==> config.mk <==
export PLATFORM = sky130hd
export DESIGN_NAME = hir_cell
export DESIGN_NICKNAME = d
export VERILOG_FILES = /design/src/hw/rtl/histogram_intersection_ranker_unit_macros.svh /design/src/hw/rtl/hir_pkg.sv /design/src/hw/rtl/hir_cell.sv
export SDC_FILE = /design/constraint.sdc
export NUM_CORES = 1
export LEC_CHECK = 0
export ABC_AREA = 1
export BUFFER_PORTS_ARGS = -buffer_cell sky130_fd_sc_hd__buf_2
export CAP_MARGIN = 20
export CORE_MARGIN = 2
export CORE_UTILIZATION = 46
export CTS_BUF_LIST = sky130_fd_sc_hd__clkbuf_8
export DETAILED_ROUTE_END_ITERATION = 8
export GPL_TIMING_DRIVEN = 0
export PLACE_DENSITY = 0.93
export REMOVE_ABC_BUFFERS = 1
export SLEW_MARGIN = 40
export SYNTH_ARGS = -nofsm -noshare
export SYNTH_HDL_FRONTEND = slang
export SYNTH_SLANG_ARGS = --single-unit
==> constraint.sdc <==
create_clock -name clk -period 4.8 [get_ports clk]
set_clock_uncertainty 0.1 [all_clocks]
set_input_delay 0.48 -clock clk [delete_from_list [all_inputs] [get_ports clk]]
set_output_delay 0.48 -clock clk [all_outputs]
set_load 0.005 [all_outputs]
==> src/hw/rtl/histogram_intersection_ranker_unit_macros.svh <==
// ----------------------------------------------------------------------------
// Histogram intersection ranker assertion macros
// Shared concurrent assertion forms used by the ranker RTL.
// ----------------------------------------------------------------------------
`ifndef HISTOGRAM_INTERSECTION_RANKER_UNIT_MACROS_SVH
`define HISTOGRAM_INTERSECTION_RANKER_UNIT_MACROS_SVH

// The consequent must hold in the same cycle as the antecedent.
`define HIR_ASSERT_IMP(label, clk, rst_n, ante, cons) \
	label: assert property (@(posedge clk) disable iff (!rst_n) (ante) |-> (cons)) \
	else $error("hir assertion failed");

// The consequent must hold in the cycle after the antecedent.
`define HIR_ASSERT_NXT(label, clk, rst_n, ante, cons) \
	label: assert property (@(posedge clk) disable iff (!rst_n) (ante) |=> (cons)) \
	else $error("hir assertion failed");

`endif

==> src/hw/rtl/hir_pkg.sv <==
// ----------------------------------------------------------------------------
// Histogram intersection ranker package
// Field widths, request and result layouts, and control types.
// ----------------------------------------------------------------------------
package hir_pkg;

	localparam int OP_W    = 2;
	localparam int ID_W    = 16;
	localparam int IDX_W   = 6;
	localparam int VAL_W   = 16;
	localparam int SCORE_W = 22;

	localparam logic [SCORE_W-1:0] SCORE_MAX = {SCORE_W{1'b1}};

	typedef enum logic [OP_W-1:0] {
		OP_LOAD = 2'd0,
		OP_BIN  = 2'd1,
		OP_EMIT = 2'd2
	} op_t;

	typedef enum logic {
		ST_RUN,
		ST_EMIT
	} state_t;

	typedef struct packed {
		logic [OP_W-1:0]  opcode;
		logic [ID_W-1:0]  entry_id;
		logic [IDX_W-1:0] bin_index;
		logic [VAL_W-1:0] bin_value;
	} req_t;

	typedef struct packed {
		logic [ID_W-1:0]    result_id;
		logic [SCORE_W-1:0] similarity;
		logic               none_found;
		logic               overflow;
		logic               last;
	} rsp_t;

	typedef struct packed {
		logic               valid;
		logic [ID_W-1:0]    id;
		logic [SCORE_W-1:0] score;
	} entry_t;

	typedef struct packed {
		logic               ins;
		logic               emit;
		logic               emit_pending;
		logic [ID_W-1:0]    id;
		logic [SCORE_W-1:0] score;
	} cmd_t;

	typedef struct packed {
		logic               ins;
		logic               shift;
		logic               clear;
		logic [ID_W-1:0]    id;
		logic [SCORE_W-1:0] score;
	} cell_ctl_t;

endpackage

==> src/hw/rtl/hir_cell.sv <==
// ----------------------------------------------------------------------------
// Histogram intersection ranker table cell
// One place of the sorted table; inserts by shifting down, emits by shifting up.
// ----------------------------------------------------------------------------
module hir_cell import hir_pkg::*; (
	input  logic      clk,
	input  logic      arst_n,
	input  cell_ctl_t ctl,
	input  entry_t    up,
	input  logic      up_keep,
	input  entry_t    down,
	output entry_t    cur,
	output logic      keep
);

	logic               valid_q;
	logic [ID_W-1:0]    id_q;
	logic [SCORE_W-1:0] score_q;

	// Equal scores stay ahead, so ties leave in arrival order.
	assign keep = valid_q && (score_q >= ctl.score);

	always_ff @(posedge clk or negedge arst_n) begin
		if (!arst_n) begin
			valid_q <= 1'b0;
		end else begin
			priority if (ctl.clear) begin
				valid_q <= 1'b0;
			end else if (ctl.shift) begin
				valid_q <= down.valid;
			end else if (ctl.ins && !keep) begin
				valid_q <= up_keep ? 1'b1 : up.valid;
			end
		end
	end

	always_ff @(posedge clk) begin
		priority if (ctl.shift) begin
			id_q    <= down.id;
			score_q <= down.score;
		end else if (ctl.ins && !keep) begin
			id_q    <= up_keep ? ctl.id : up.id;
			score_q <= up_keep ? ctl.score : up.score;
		end
	end

	assign cur.valid = valid_q;
	assign cur.id    = id_q;
	assign cur.score = score_q;

endmodule

After elaboration in Yosys (flattened, before gate mapping)
Index checks and enable logic that the tools add are counted.
{ "totals": {"regBits": 39, "input_bits": 122, "output_inout_bits": 40, "elab_cells": 19} }
{ "op_classes": {"n_lt_le_gt_ge": 1, "mux": 10, "reduce_logical": 5} }
{ "op_table": {"columns": ["operator", "count"], "rows": [
  ["$mux 22", 3],
  ["$mux 16", 3],
  ["$ge 22x22->1", 1],
  ["$mux 1", 4],
  ["$reduce_bool 3->1", 1],
  ["$logic_and 1x1->1", 2],
  ["$reduce_bool 2->1", 1],
  ["$logic_not 1->1", 1]
]} }

Longest topological paths before layout
{ "logic_depth": {"ltp_word": 7, "ltp_mapped": 15} }

Worst setup path after synthesis
No wires, ideal clock.
{ "synth_timing": {"path_type": "input to register", "from": "input port ctl[21] (netlist name)", "to": "register id_q[0] (enable)", "setup_time_ns": 0.396, "arrival_ns": 2.203, "setup_slack_ns": 2.102, "stages": 11, "path_cell_list": "inv_1 -> ha_1 -> nand2_2 -> inv_1 -> nand2_1 -> nand2_1 -> a21oi_1 -> nand4_1 -> nand2_2 -> nand2_2 -> nand2_1"} }
{ "synth_via": {"elab_chain_cells": 5} }
{ "synth_rtl": {"columns": ["item", "line_no", "source"], "rows": [
  ["start: declaration", "hir_cell.sv:8", "input cell_ctl_t ctl,"],
  ["$ge 22x22->1", "hir_cell.sv:21", "assign keep = valid_q && (score_q >= ctl.score);"],
  ["$logic_and 1x1->1", "hir_cell.sv:21", null],
  ["$logic_not 1->1", "hir_cell.sv:41", "end else if (ctl.ins && !keep) begin"],
  ["$logic_and 1x1->1", "hir_cell.sv:41", null],
  ["$reduce_bool 2->1 (no source line)", null, null],
  ["end signal: assignment", "hir_cell.sv:39", "id_q <= down.id;"],
  ["end signal: assignment", "hir_cell.sv:42", "id_q <= up_keep ? ctl.id : up.id;"],
  ["end: declaration", "hir_cell.sv:17", "logic [ID_W-1:0] id_q;"]
]} }
No other way between the ends.
A chain may end at the register's enable or synchronous reset.

Worst setup path after layout
{ "layout_timing": {"from": "input port ctl[39] (netlist name)", "to": "register score_q[7] (enable)"} }
{ "layout_via": {"elab_chain_cells": 1} }
{ "layout_rtl": {"columns": ["item", "line_no", "source"], "rows": [
  ["$reduce_bool 2->1 (no source line)", null, null],
  ["end signal: assignment", "hir_cell.sv:40", "score_q <= down.score;"],
  ["end signal: assignment", "hir_cell.sv:43", "score_q <= up_keep ? ctl.score : up.score;"],
  ["end: declaration", "hir_cell.sv:18", "logic [SCORE_W-1:0] score_q;"]
]} }
No other way between the ends.

==> results.toml <==
[setup_path]
r2r-start = "score_q[5]$_DFFE_PP_"
crit_path_top_delay_cell = "buf_2"
cp-start-kind = "input port"
r2r_end = "score_q[7]$_DFFE_PP_"
cp_max_fo = 41
worstPathArrival_ns = 2.27
crit_buf_inv = 2
required_ns = 4.62
cp_top_family = "buffers and inverters"
critPathKind = "in2reg"
cpPeakStageDelay_ns = 0.64
worstRegToRegCells = 10
r2r_slack_ns = 2.47
endpoint_kind = "flop"
cp_cell_sequence = "buf_2 > inv_2 > nand2_4"

[cells_and_area]
area_growth_pct = 35.5
layoutNonFillerInstCount = 568
final_common_cell = "buf_2"
layout-drive-gt1-share = 0.359
final_util = 0.648
fillCellCount = 478
antennaDiodeCount = 0
layout.nets = 639
final_cell_mix = "161 x buf_2, 83 x a21oi_1, 81 x nand2_1, 49 x nor2_1"

[flow_run]
maxCapViolations = 0

[power_and_ir_drop]
switching_share = 0.279
cellPowerDensity_nw_per_um2 = 261
seqPwrFrac = 0.458
internal_power_mw = 0.676
power_leakage_nw = 1.89
power.total_mw = 0.938
clkPwrFrac = 0.287
ir_worst_vdd_uv = 147
p_switching_mw = 0.262
pwr-share-comb = 0.254

[drt]
drt_wl_total_um = 7200
ant_nets = 0
drtIter0Drc = 130
drc = 0
wire_per_inst_um = 12.7
firstDrtPassIters = 5
viasPerCell = 4.98
via_count = 2830

[clock_tree]
root_buffer = "clkbuf_8"
cts_repair_resize_count = 0
cts.sinks = 39
clk_latency_ns = 0.29
cts-buffers-inserted = 5
path_clk_slew_ns = 0.08
clock_path_buffers = 2
cts_tree = "built"
htree_levels = 2

[placed_design]
place_inst = 559
dpl.hpwl_um = 5250
place_congestion = 0.736
port_buffers = 161

[floorplanning]
initial_core_util = 0.478
io_pins = 162
core-area_um2 = 5540
core.rowCount = 27
fp.dieArea_um2 = 6380
die_w_um = 79.9
die_h_um = 79.9

[synthesis]
ys_seq_area_frac = 0.440
synth_area_leaders = "edfxtp_1 43%, a21oi_1 16%, nand2_1 12%"
synthMuxAreaShare = 0
synth_xor_area_frac = 0
yosys_warnings = 0
avgSynthCellArea_um2 = 7.70
yosysTopAreaCell = "edfxtp_1"
synthAdderAreaFrac = 0.104
synth-simple-area-share = 0.210
synth.ff_latch_count = 39
synth_cells = 344
yosysUniqueCellTypes = 17
yosysTopAreaCellShare = 0.431
synth_top_family_by_area = "simple AND/OR/NAND/NOR gates"
syn-cell-area_um2 = 2650
synth-compound-area-share = 0.159

[min_path]
min_path_type = "in2reg"
holdPathStages = 4
hp-start = "ctl[38]"
hold_end = "valid_q$_DFFE_PN0P_"

[global_routing]
grt_pass1_vias = 2753
track_usage = 0.224
antenna_found_initial = 0
grt_overflow = 0
grt_pass1_wl_um = 11300
grt_max_degree = 42

[timing]
setup_viol = 0
hold_viol = 0
final.setup.tns_ns = 0
report.final.slew_viol_count = 0
worstMarginPinSlew_ns = 0.843
rsz0062_at_grt = "false"
max_clock_freq_ghz = 0.409
max-slew-margin-rel = 0.438
min_period_ns = 2.44
period_share = 0.509

[run_status]
status = "complete, no violations"
flip-flops by register name, indices dropped and copies added (netlist names):
name / flops
score_q: 22
id_q: 16
valid_q: 1
cell type report:
type                       count  area (um^2)  share of cell area
clock inverter                 3         38.8              0.0108
clock buffer                   5         68.8              0.0192
tap                           72         90.1              0.0251
timing repair buffer         162          816               0.227
sequential                    39         1170               0.325
inverter                      40          150              0.0418
multi-input combinational    247         1260               0.351
what timing repair did:
item / CTS / global route
endpoints found under the hold margin: 1 / 0
hold buffers: 1 / 0
buffers inserted: 0 / 0
Yosys cell counts:
cell and instances:
nor2_4 1, o21ai_0 1, nand4_1 1, buf_4 1
nand2_1 82, nor2_1 49, a21oi_1 83, edfxtp_1 38
clkbuf_1 9, inv_1 40, nand3_1 2, ha_1 22
dfrtp_1 1, nor2_2 1, buf_2 7, buf_1 1
nand2_2 5
cell families (layout without fill, tap and decap cells):
logic type	count (synthesis)	after routing
simple gates	141	141
compound gates	84	84
buf+inv	58	210
flops	39	39
fa+ha+maj	22	22
per-stage QoR:
step | setup WS [ns] | hold slack [ns] | instance area [um^2]
CTS | 2.37 | 0.355 | 3590
detailed placement | 2.06 | 0.157 | 3470
finish | 2.36 | 0.378 | 3590
floorplan | 2.10 | 0.0844 | 2570
global route | 2.25 | 0.380 | 3590
global placement | 0.861 | 0.157 | 3460
worst register-to-register path: stages, from the launching register on:
cell and delay [ns]:
edfxtp_1 0.42, ha_1 0.31, nand2_1 0.13, nor2_1 0.06, nand2_1 0.07, nand3_1 0.09, nand2_1 0.08, nand4_1 0.12
nand2_2 0.09, nand2_2 0.08, nand2_4 0.40
power groups by stage:
stage          Clock (mW)  Sequential, mW  Combinational, mW
5_1_grt             0.288           0.434              0.272
6_report            0.270           0.430              0.239
3_3_place_gp            0           0.436              0.230
2_1_floorplan           0           0.442              0.111
4_1_cts             0.277           0.430              0.241
3_5_place_dp            0           0.437              0.239
how the worst max path moves through the flow:
stage / from / to / cells after the start
3_3_place_gp: ctl[39] / score_q[4]$_DFFE_PP_ / 3
3_5_place_dp: ctl[39] / id_q[4]$_DFFE_PP_ / 3
4_1_cts: ctl[39] / score_q[0]$_DFFE_PP_ / 3
5_1_grt: ctl[39] / id_q[11]$_DFFE_PP_ / 3
6_report: ctl[39] / score_q[7]$_DFFE_PP_ / 3
2_1_floorplan: ctl[21] / id_q[0]$_DFFE_PP_ / 11
metal layers:
layer	up-vias	part of all wire	global-route usage
met5	-	0	0
met4	0	0.0064	0.0644
met3	4	0.072	0.0441
met2	137	0.53	0.438
met1	1263	0.39	0.240
li1	1426	-	-
Note: power is estimated with default switching activity, not from simulation.
