[src/hw/rtl/histogram_intersection_ranker_unit_macros.svh]
// ----------------------------------------------------------------------------
// Histogram intersection ranker assertion macros
// Shared concurrent assertion forms used by the ranker RTL.
// ----------------------------------------------------------------------------
`ifndef HISTOGRAM_INTERSECTION_RANKER_UNIT_MACROS_SVH
`define HISTOGRAM_INTERSECTION_RANKER_UNIT_MACROS_SVH

// The consequent must hold in the same cycle as the antecedent.
`define HIR_ASSERT_IMP(label, clk, rst_n, ante, cons) \
	label: assert property (@(posedge clk) disable iff (!rst_n) (ante) |-> (cons)) \
	else $error("hir assertion failed");

// The consequent must hold in the cycle after the antecedent.
`define HIR_ASSERT_NXT(label, clk, rst_n, ante, cons) \
	label: assert property (@(posedge clk) disable iff (!rst_n) (ante) |=> (cons)) \
	else $error("hir assertion failed");

`endif

[src/hw/rtl/hir_pkg.sv]
// ----------------------------------------------------------------------------
// Histogram intersection ranker package
// Field widths, request and result layouts, and control types.
// ----------------------------------------------------------------------------
package hir_pkg;

	localparam int OP_W    = 2;
	localparam int ID_W    = 16;
	localparam int IDX_W   = 6;
	localparam int VAL_W   = 16;
	localparam int SCORE_W = 22;

	localparam logic [SCORE_W-1:0] SCORE_MAX = {SCORE_W{1'b1}};

	typedef enum logic [OP_W-1:0] {
		OP_LOAD = 2'd0,
		OP_BIN  = 2'd1,
		OP_EMIT = 2'd2
	} op_t;

	typedef enum logic {
		ST_RUN,
		ST_EMIT
	} state_t;

	typedef struct packed {
		logic [OP_W-1:0]  opcode;
		logic [ID_W-1:0]  entry_id;
		logic [IDX_W-1:0] bin_index;
		logic [VAL_W-1:0] bin_value;
	} req_t;

	typedef struct packed {
		logic [ID_W-1:0]    result_id;
		logic [SCORE_W-1:0] similarity;
		logic               none_found;
		logic               overflow;
		logic               last;
	} rsp_t;

	typedef struct packed {
		logic               valid;
		logic [ID_W-1:0]    id;
		logic [SCORE_W-1:0] score;
	} entry_t;

	typedef struct packed {
		logic               ins;
		logic               emit;
		logic               emit_pending;
		logic [ID_W-1:0]    id;
		logic [SCORE_W-1:0] score;
	} cmd_t;

	typedef struct packed {
		logic               ins;
		logic               shift;
		logic               clear;
		logic [ID_W-1:0]    id;
		logic [SCORE_W-1:0] score;
	} cell_ctl_t;

endpackage

[src/hw/rtl/hir_ram.sv]
// ----------------------------------------------------------------------------
// Histogram intersection ranker RAM
// Generic single write port, single read port memory with registered read.
// ----------------------------------------------------------------------------
module hir_ram #(
	parameter int WIDTH = 16,
	parameter int DEPTH = 64
) (
	input  logic                                        clk,
	input  logic                                        we,
	input  logic [((DEPTH > 1) ? $clog2(DEPTH) : 1)-1:0] waddr,
	input  logic [WIDTH-1:0]                            wdata,
	input  logic                                        re,
	input  logic [((DEPTH > 1) ? $clog2(DEPTH) : 1)-1:0] raddr,
	output logic [WIDTH-1:0]                            rdata
);

	logic [WIDTH-1:0] mem_q [DEPTH];
	logic [WIDTH-1:0] rdata_q;

	always_ff @(posedge clk) begin
		if (we) begin
			mem_q[waddr] <= wdata;
		end
		if (re) begin
			rdata_q <= mem_q[raddr];
		end
	end

	assign rdata = rdata_q;

endmodule

[src/hw/rtl/hir_score.sv]
// ----------------------------------------------------------------------------
// Histogram intersection ranker scoring front end
// Holds the query histogram and accumulates min(candidate, query) per bin.
// ----------------------------------------------------------------------------
module hir_score import hir_pkg::*; #(
	parameter int BINS     = 64,
	parameter int BIN_BITS = 16
) (
	input  logic  clk,
	input  logic  arst_n,
	input  logic  take,
	input  req_t  req,
	output cmd_t  cmd
);

	localparam int AW = $clog2(BINS);
	localparam int SW = ((BIN_BITS > SCORE_W) ? BIN_BITS : SCORE_W) + 1;

	logic                in_range;
	logic                is_last;
	logic [BIN_BITS-1:0] val;
	logic                wr;
	logic                rd;
	logic [BIN_BITS-1:0] qbin;

	logic                bin_s1;
	logic                emit_s1;
	logic [BIN_BITS-1:0] val_s1;
	logic [ID_W-1:0]     id_s1;
	logic                last_s1;

	logic [SCORE_W-1:0]  acc_q;
	logic [BIN_BITS-1:0] bin_min;
	logic [SW-1:0]       sum;
	logic [SCORE_W-1:0]  sat;

	logic                ins_s2;
	logic                emit_s2;
	logic [ID_W-1:0]     id_s2;
	logic [SCORE_W-1:0]  score_s2;

	assign in_range = 32'(req.bin_index) < 32'(BINS);
	assign is_last  = 32'(req.bin_index) == 32'(BINS - 1);
	assign val      = BIN_BITS'(req.bin_value);
	assign wr       = take && (req.opcode == OP_LOAD) && in_range;
	assign rd       = take && (req.opcode == OP_BIN) && in_range;

	hir_ram #(
		.WIDTH (BIN_BITS),
		.DEPTH (BINS)
	) u_query_ram (
		.clk   (clk),
		.we    (wr),
		.waddr (AW'(req.bin_index)),
		.wdata (val),
		.re    (rd),
		.raddr (AW'(req.bin_index)),
		.rdata (qbin)
	);

	always_ff @(posedge clk or negedge arst_n) begin
		if (!arst_n) begin
			bin_s1  <= 1'b0;
			emit_s1 <= 1'b0;
		end else begin
			bin_s1  <= rd;
			emit_s1 <= take && (req.opcode == OP_EMIT);
		end
	end

	always_ff @(posedge clk) begin
		if (rd) begin
			val_s1  <= val;
			id_s1   <= req.entry_id;
			last_s1 <= is_last;
		end
	end

	always_comb begin
		bin_min = (val_s1 < qbin) ? val_s1 : qbin;
		sum     = SW'(acc_q) + SW'(bin_min);
		sat     = (sum > SW'(SCORE_MAX)) ? SCORE_MAX : sum[SCORE_W-1:0];
	end

	always_ff @(posedge clk or negedge arst_n) begin
		if (!arst_n) begin
			acc_q   <= '0;
			ins_s2  <= 1'b0;
			emit_s2 <= 1'b0;
		end else begin
			if (bin_s1) begin
				acc_q <= last_s1 ? '0 : sat;
			end
			ins_s2  <= bin_s1 && last_s1;
			emit_s2 <= emit_s1;
		end
	end

	always_ff @(posedge clk) begin
		if (bin_s1 && last_s1) begin
			id_s2    <= id_s1;
			score_s2 <= sat;
		end
	end

	assign cmd.ins          = ins_s2;
	assign cmd.emit         = emit_s2;
	assign cmd.emit_pending = emit_s1;
	assign cmd.id           = id_s2;
	assign cmd.score        = score_s2;

endmodule

[config.mk]
export PLATFORM = sky130hd
export DESIGN_NAME = hir_score
export DESIGN_NICKNAME = d
export VERILOG_FILES = /design/src/hw/rtl/histogram_intersection_ranker_unit_macros.svh /design/src/hw/rtl/hir_pkg.sv /design/src/hw/rtl/hir_ram.sv /design/src/hw/rtl/hir_score.sv
export SDC_FILE = /design/constraint.sdc
export NUM_CORES = 1
export LEC_CHECK = 0
export ABC_AREA = 0
export BUFFER_PORTS_ARGS = -buffer_cell sky130_fd_sc_hd__buf_2
export CAP_MARGIN = 10
export CORE_ASPECT_RATIO = 0.5
export CORE_MARGIN = 4
export CORE_UTILIZATION = 25
export DETAILED_ROUTE_END_ITERATION = 16
export GPL_TIMING_DRIVEN = 0
export PLACE_DENSITY_LB_ADDON = 0.3
export SLEW_MARGIN = 25
export SYNTH_ARGS = -nofsm -noshare
export SYNTH_HDL_FRONTEND = slang
export SYNTH_SLANG_ARGS = --single-unit
[constraint.sdc]
create_clock -name clk -period 5.4 [get_ports clk]
set_input_delay 1.08 -clock clk [delete_from_list [all_inputs] [get_ports clk]]
set_output_delay 1.08 -clock clk [all_outputs]
set_load 0.01 [all_outputs]
# Yosys cells after proc, flatten, opt, wreduce, memory -nomap -nowiden
# Memories as Yosys holds them, arrays and structs flattened. A register that Yosys moved wholly into a read port is not among the register bits.
# Cells that the tools add are included.
# op_classes
mux,5
magnitude_cmp,2
eq_ne,3
reduce_logical,5
n_addsub,1
# ops
operator,n
$mux W22,2
$add A22 B16 Y23,1
$gt A23 B22 Y1 const B,1
$lt A16 B16 Y1,1
$mux W16,1
$eq A6 B6 Y1 const B,1
$logic_and A1 B1 Y1,4
$eq A2 B1 Y1 const B,1
$eq A2 B2 Y1 const B,1
$logic_not A2 Y1,1
$mux W1,2
# word_totals
ramBits,1024
inputBits,43
register_bits,97
n_memories,1
# memory_table
name,words,width,read_ports,rd_ports_with_merged_regs,write_ports,line_no,rtl
u_query_ram.mem_q,64,16,1,1,1,hir_ram.sv:18,logic [WIDTH-1:0] mem_q [DEPTH];

# Depth between registers and ports, before layout
# depth
depth_word,6
depth_mapped,19
depth_no_buf,17

# Hierarchy
# Synthesis repeated with hierarchy kept, for this count alone.
# hier_totals
cells_unflattened,2279
area_unflattened_um2,45402.3
# by_module_without_submodules
module,instances,cells_per_inst,area_per_inst_um2
hir_ram,1,1829,40202.3
hir_score,1,450,5200.0

# Least setup slack after synthesis
# OpenSTA, ideal clock, no wires.
# synth_timing
path_type,flip-flop to flip-flop
startpoint,register val_s1[7]
endpoint,"register score_s2[20], data pin"
period_less_slack_ps,3977
path_stages_with_launch,17
arrival_ps,3717
setup_slack_ps,1423
required_time_ps,5140
cell_sequence,edfxtp_1 > ha_1 > or4_1 > a21oi_1 > o21ai_0 > a21oi_1 > clkbuf_1 > nand2_1 > o21ai_0 > ha_1 > or3_1 > a2111oi_2 > nor3_1 > o21a_1 > buf_2 > and3_1 > mux2_2
# synth_between
elab_chain_cells,5
# synth_lines
element,line_no,rtl
from (decl),hir_score.sv:28,logic [BIN_BITS-1:0] val_s1;
from (signal assigned),hir_score.sv:73,val_s1 <= val;
$lt A16 B16 Y1,hir_score.sv:80,bin_min = (val_s1 < qbin) ? val_s1 : qbin;
$mux W16 (*),hir_score.sv:80,
$add A22 B16 Y23 (*),hir_score.sv:81,sum = SW'(acc_q) + SW'(bin_min);
$gt A23 B22 Y1,hir_score.sv:82,sat = (sum > SW'(SCORE_MAX)) ? SCORE_MAX : sum[SCORE_W-1:0];
$mux W22 (*),hir_score.sv:82,
named net sat[20],hir_score.sv:35,logic [SCORE_W-1:0] sat;
to (signal assigned),hir_score.sv:102,score_s2 <= sat;
to (decl),hir_score.sv:40,logic [SCORE_W-1:0] score_s2;
# Mark *: on every way through the listed nets, which the timed path passes. The rest lies on a longest branch.
# A chain may end at the register's enable or synchronous reset.

==> results.md <==
- Number of global-route vias before repair: 26100
- I/O pin total: 84
- Slew HR: about a fifth
- Async set-reset flop share out of synthesis: 2.29%
- Leakage: 0.0173 uW
- Synthesized area: 44400 um^2
- Synth Register Bits: 1137
- Core area: 177000 um^2
- Clock sink total: 1137
- Max incr delay on CP: 0.74 ns
- RePlAce Congestion: ~0.95
- Endpoints failing hold: 0
- Worst hold path class: reg2reg
- Setup Buffers After CTS: 0
- Number of port buffers: 82
- Share of layout cells above drive strength 1: 21.5%
- RSZ-0062 raised after global routing: false
- Max-Cap Viols: 0
- Pre-Repair DR Iteration Count: 7
- CTS root buf: clkbuf_16
- Initial antenna violation count: 13
- EDFF count, synth: around 1100
- Routed vias/inst: 5.13
- Placed Cells: between 5000 and 6000
- Pre-CTS setup slack: -0.00757 ns
- Leading area contributor after synthesis: edfxtp_1
- Number of library cell types mapped by synthesis: 73
- Crit path time final: 4.90 ns
- First-pass GRT wire length: 224000 um
- Ys Warns: 0
- Global-route usage over all layers: 17.4%
- Post-Syn Nets: 2625
- Routed WL per cell: 31.4 um
- Die area: 185000 um^2
- Gr ovfl total: 0
- Status: completed
- Worst-case clock buffer depth: 3
- Hold-fix buffers at CTS: 0
- Crit-path leading delay family: buffers and inverters
- Worst-path clk slew: 0.06 ns
- Setup crit start kind: primary input
- DRT iter0 DRCs: 4195
- Gate count after technology mapping: 2547
- Largest cells by area after synthesis: edfxtp_1 (75%), mux4_2 (2.6%), a22oi_1 (2.3%), mux2i_1 (2.1%), a221oi_1 (1.7%)
- H-tree depth: 3
- DR vias: 27200
- Worst Path Max Fanout: 11
- Fin crit share: 90.7%
- Die H: approximately 310 um
- Final setup fails: 0
- Final count of pins violating max slew: 0
- Fmax: 204 MHz
- Share of the synthesized area in the top cell type: 75.1%
- Largest net degree at the start of global routing: 66
- Initial core utilization: 25.2%
- Bufs and invs on worst path: 6
- Antenna Violating Nets Remaining: 0
- Final core utilization: 30.6%
- CP max stage cell: nor4_1
- List of most frequent post-synthesis cells: edfxtp_1 (1111), nor2_1 (163), a22oi_1 (137)
- Final Cell Area: 54000 um^2
- Hpwl dp: roughly 110000 um
- Average size of a mapped cell: approximately 17 um^2
- Crit Path Class: in2reg
- Skew final: 0.0641 ns
- Nets@finish: 2887
- Pwr Total: 19700 uW
- Count leader, synth: edfxtp_1
- Die Wd: 604 um
- Worst EP arrival: 5.23 ns
- Worst Tran Pin Value: 1.19 ns
- Worst Setup End Kind: register
- CTS tree: yes
- Part of the Yosys area used for sequential elements: ~77%
- IR drop worst, VDD: 0.298 mV
- PD cells: approximately 360 nW/um^2
- Area growth syn-to-layout: 21.6%
- Post_cts resized: 0
- CTS Buf Count: 111
- Dpl cell area: 50000 um^2
- WP data required: 5.73 ns
- DRC: 0
- Finished Layout Cells: 5296
- Prevailing post-synth register cell: edfxtp_1
- Worst Setup Slack, final: approximately 0.50 ns
- CP Cell Sequence: buf_6 > buf_6 > buf_4 > buf_4 > buf_2 > buf_2 > mux2i_1 > nor2_1 > nor4_1 > nand3_1
- Site Rows: roughly 110
- WL final: 166000 um
- Later-pin clock latency in the skew report: around 0.77 ns
==> layout make-up <==
| cell class | count | area, um^2 |
|---|---|---|
| flip-flops and latches | 1137 | 34000 |
| repair buffers | 149 | 2100 |
| diodes | 2 | 5.00 |
| plain buffers | 153 | 901 |
| clock inverters | 88 | 1080 |
| fillers | 17200 | 123000 |
| multi-input cells | 1217 | 9890 |
| clock buffers | 124 | 2890 |
| inverters | 40 | 150 |
| well taps | 2386 | 2990 |
==> where the power goes <==
part,switching [uW],total [uW],internal [uW]
combinational,1020,1400,385
sequential,29.4,9800,9770
clock,3530,8490,4960
==> flip-flops by register name, summed over array words and instances, names as in the netlist <==
register / cells
u_query_ram.mem_q: 1024
acc_q: 22
score_s2: 22
id_s1: 16
id_s2: 16
u_query_ram.rdata: 16
val_s1: 16
bin_s1: 1
emit_s1: 1
emit_s2: 1
ins_s2: 1
last_s1: 1
==> placed cells by master, fill, tap and decap left out, types with 45 or more instances in the layout <==
| master | instances |
|---|---|
| mux2_2 | 52 |
| nor2_4 | 63 |
| a22oi_1 | 137 |
| buf_4 | 45 |
| mux2i_1 | 93 |
| edfxtp_1 | 1111 |
| clkbuf_16 | 113 |
| nor2_1 | 100 |
| buf_16 | 49 |
| buf_2 | 123 |
| a221oi_1 | 85 |
| mux4_2 | 52 |
| nand2_1 | 95 |
| a21oi_1 | 116 |
| o21ai_0 | 74 |
==> final timing paths <==
path                                          start                        endpoint  slack [ns]  depth (start not counted)
min in group asynchronous                    arst_n           acc_q[12]$_DFFE_PN0P_        0.42                          1
worst max-delay path                        req[17]  u_query_ram.rdata[0]$_DFFE_PP_        0.50                         10
worst max register to register  val_s1[6]$_DFFE_PP_          score_s2[17]$_DFFE_PP_        0.51                         15
worst min-delay path              emit_s1$_DFF_PN0_               emit_s2$_DFF_PN0_        0.38                          0
max in group asynchronous                    arst_n                ins_s2$_DFF_PN0_        4.47                          1
worst min register to register    emit_s1$_DFF_PN0_               emit_s2$_DFF_PN0_        0.38                          0
==> layer usage <==
| layer | part of all wire (%) | up-vias | track usage (%) |
|---|---|---|---|
| met1 | 40 | 14300 | 23.7 |
| li1 | - | 10900 | - |
| met2 | 45 | 1716 | 26.9 |
| met5 | 0.016 | - | 0 |
| met3 | 11 | 325 | 4.77 |
| met4 | 3.8 | 4 | 5.75 |
==> kinds of logic (layout without fill, tap and decap cells) <==
| family | count (synthesis) | count (layout) | share of synthesized area [%] |
|---|---|---|---|
| adders and majority gates | 35 | 35 | 1.00 |
| muxes | 210 | 210 | 6.69 |
| and+or+nand+nor | 361 | 361 | 3.70 |
| buffers and inverters | 193 | 554 | 2.32 |
| other | 0 | 2 | 0 |
| xor gates and xnor gates | 14 | 14 | 0.276 |
| DFF | 1137 | 1137 | 76.6 |
| AOI/OAI and AO/OA | 597 | 597 | 9.46 |
==> through the flow <==
step | TNS (ns) | hold slack [ns]
floorplan | 0 | 0.355
detailed placement | -0.0459 | 0.368
global route | 0 | 0.400
finish | 0 | 0.379
global placement | -851.15 | 0.359
CTS | 0 | 0.383
(Power assumes the default switching activity.)
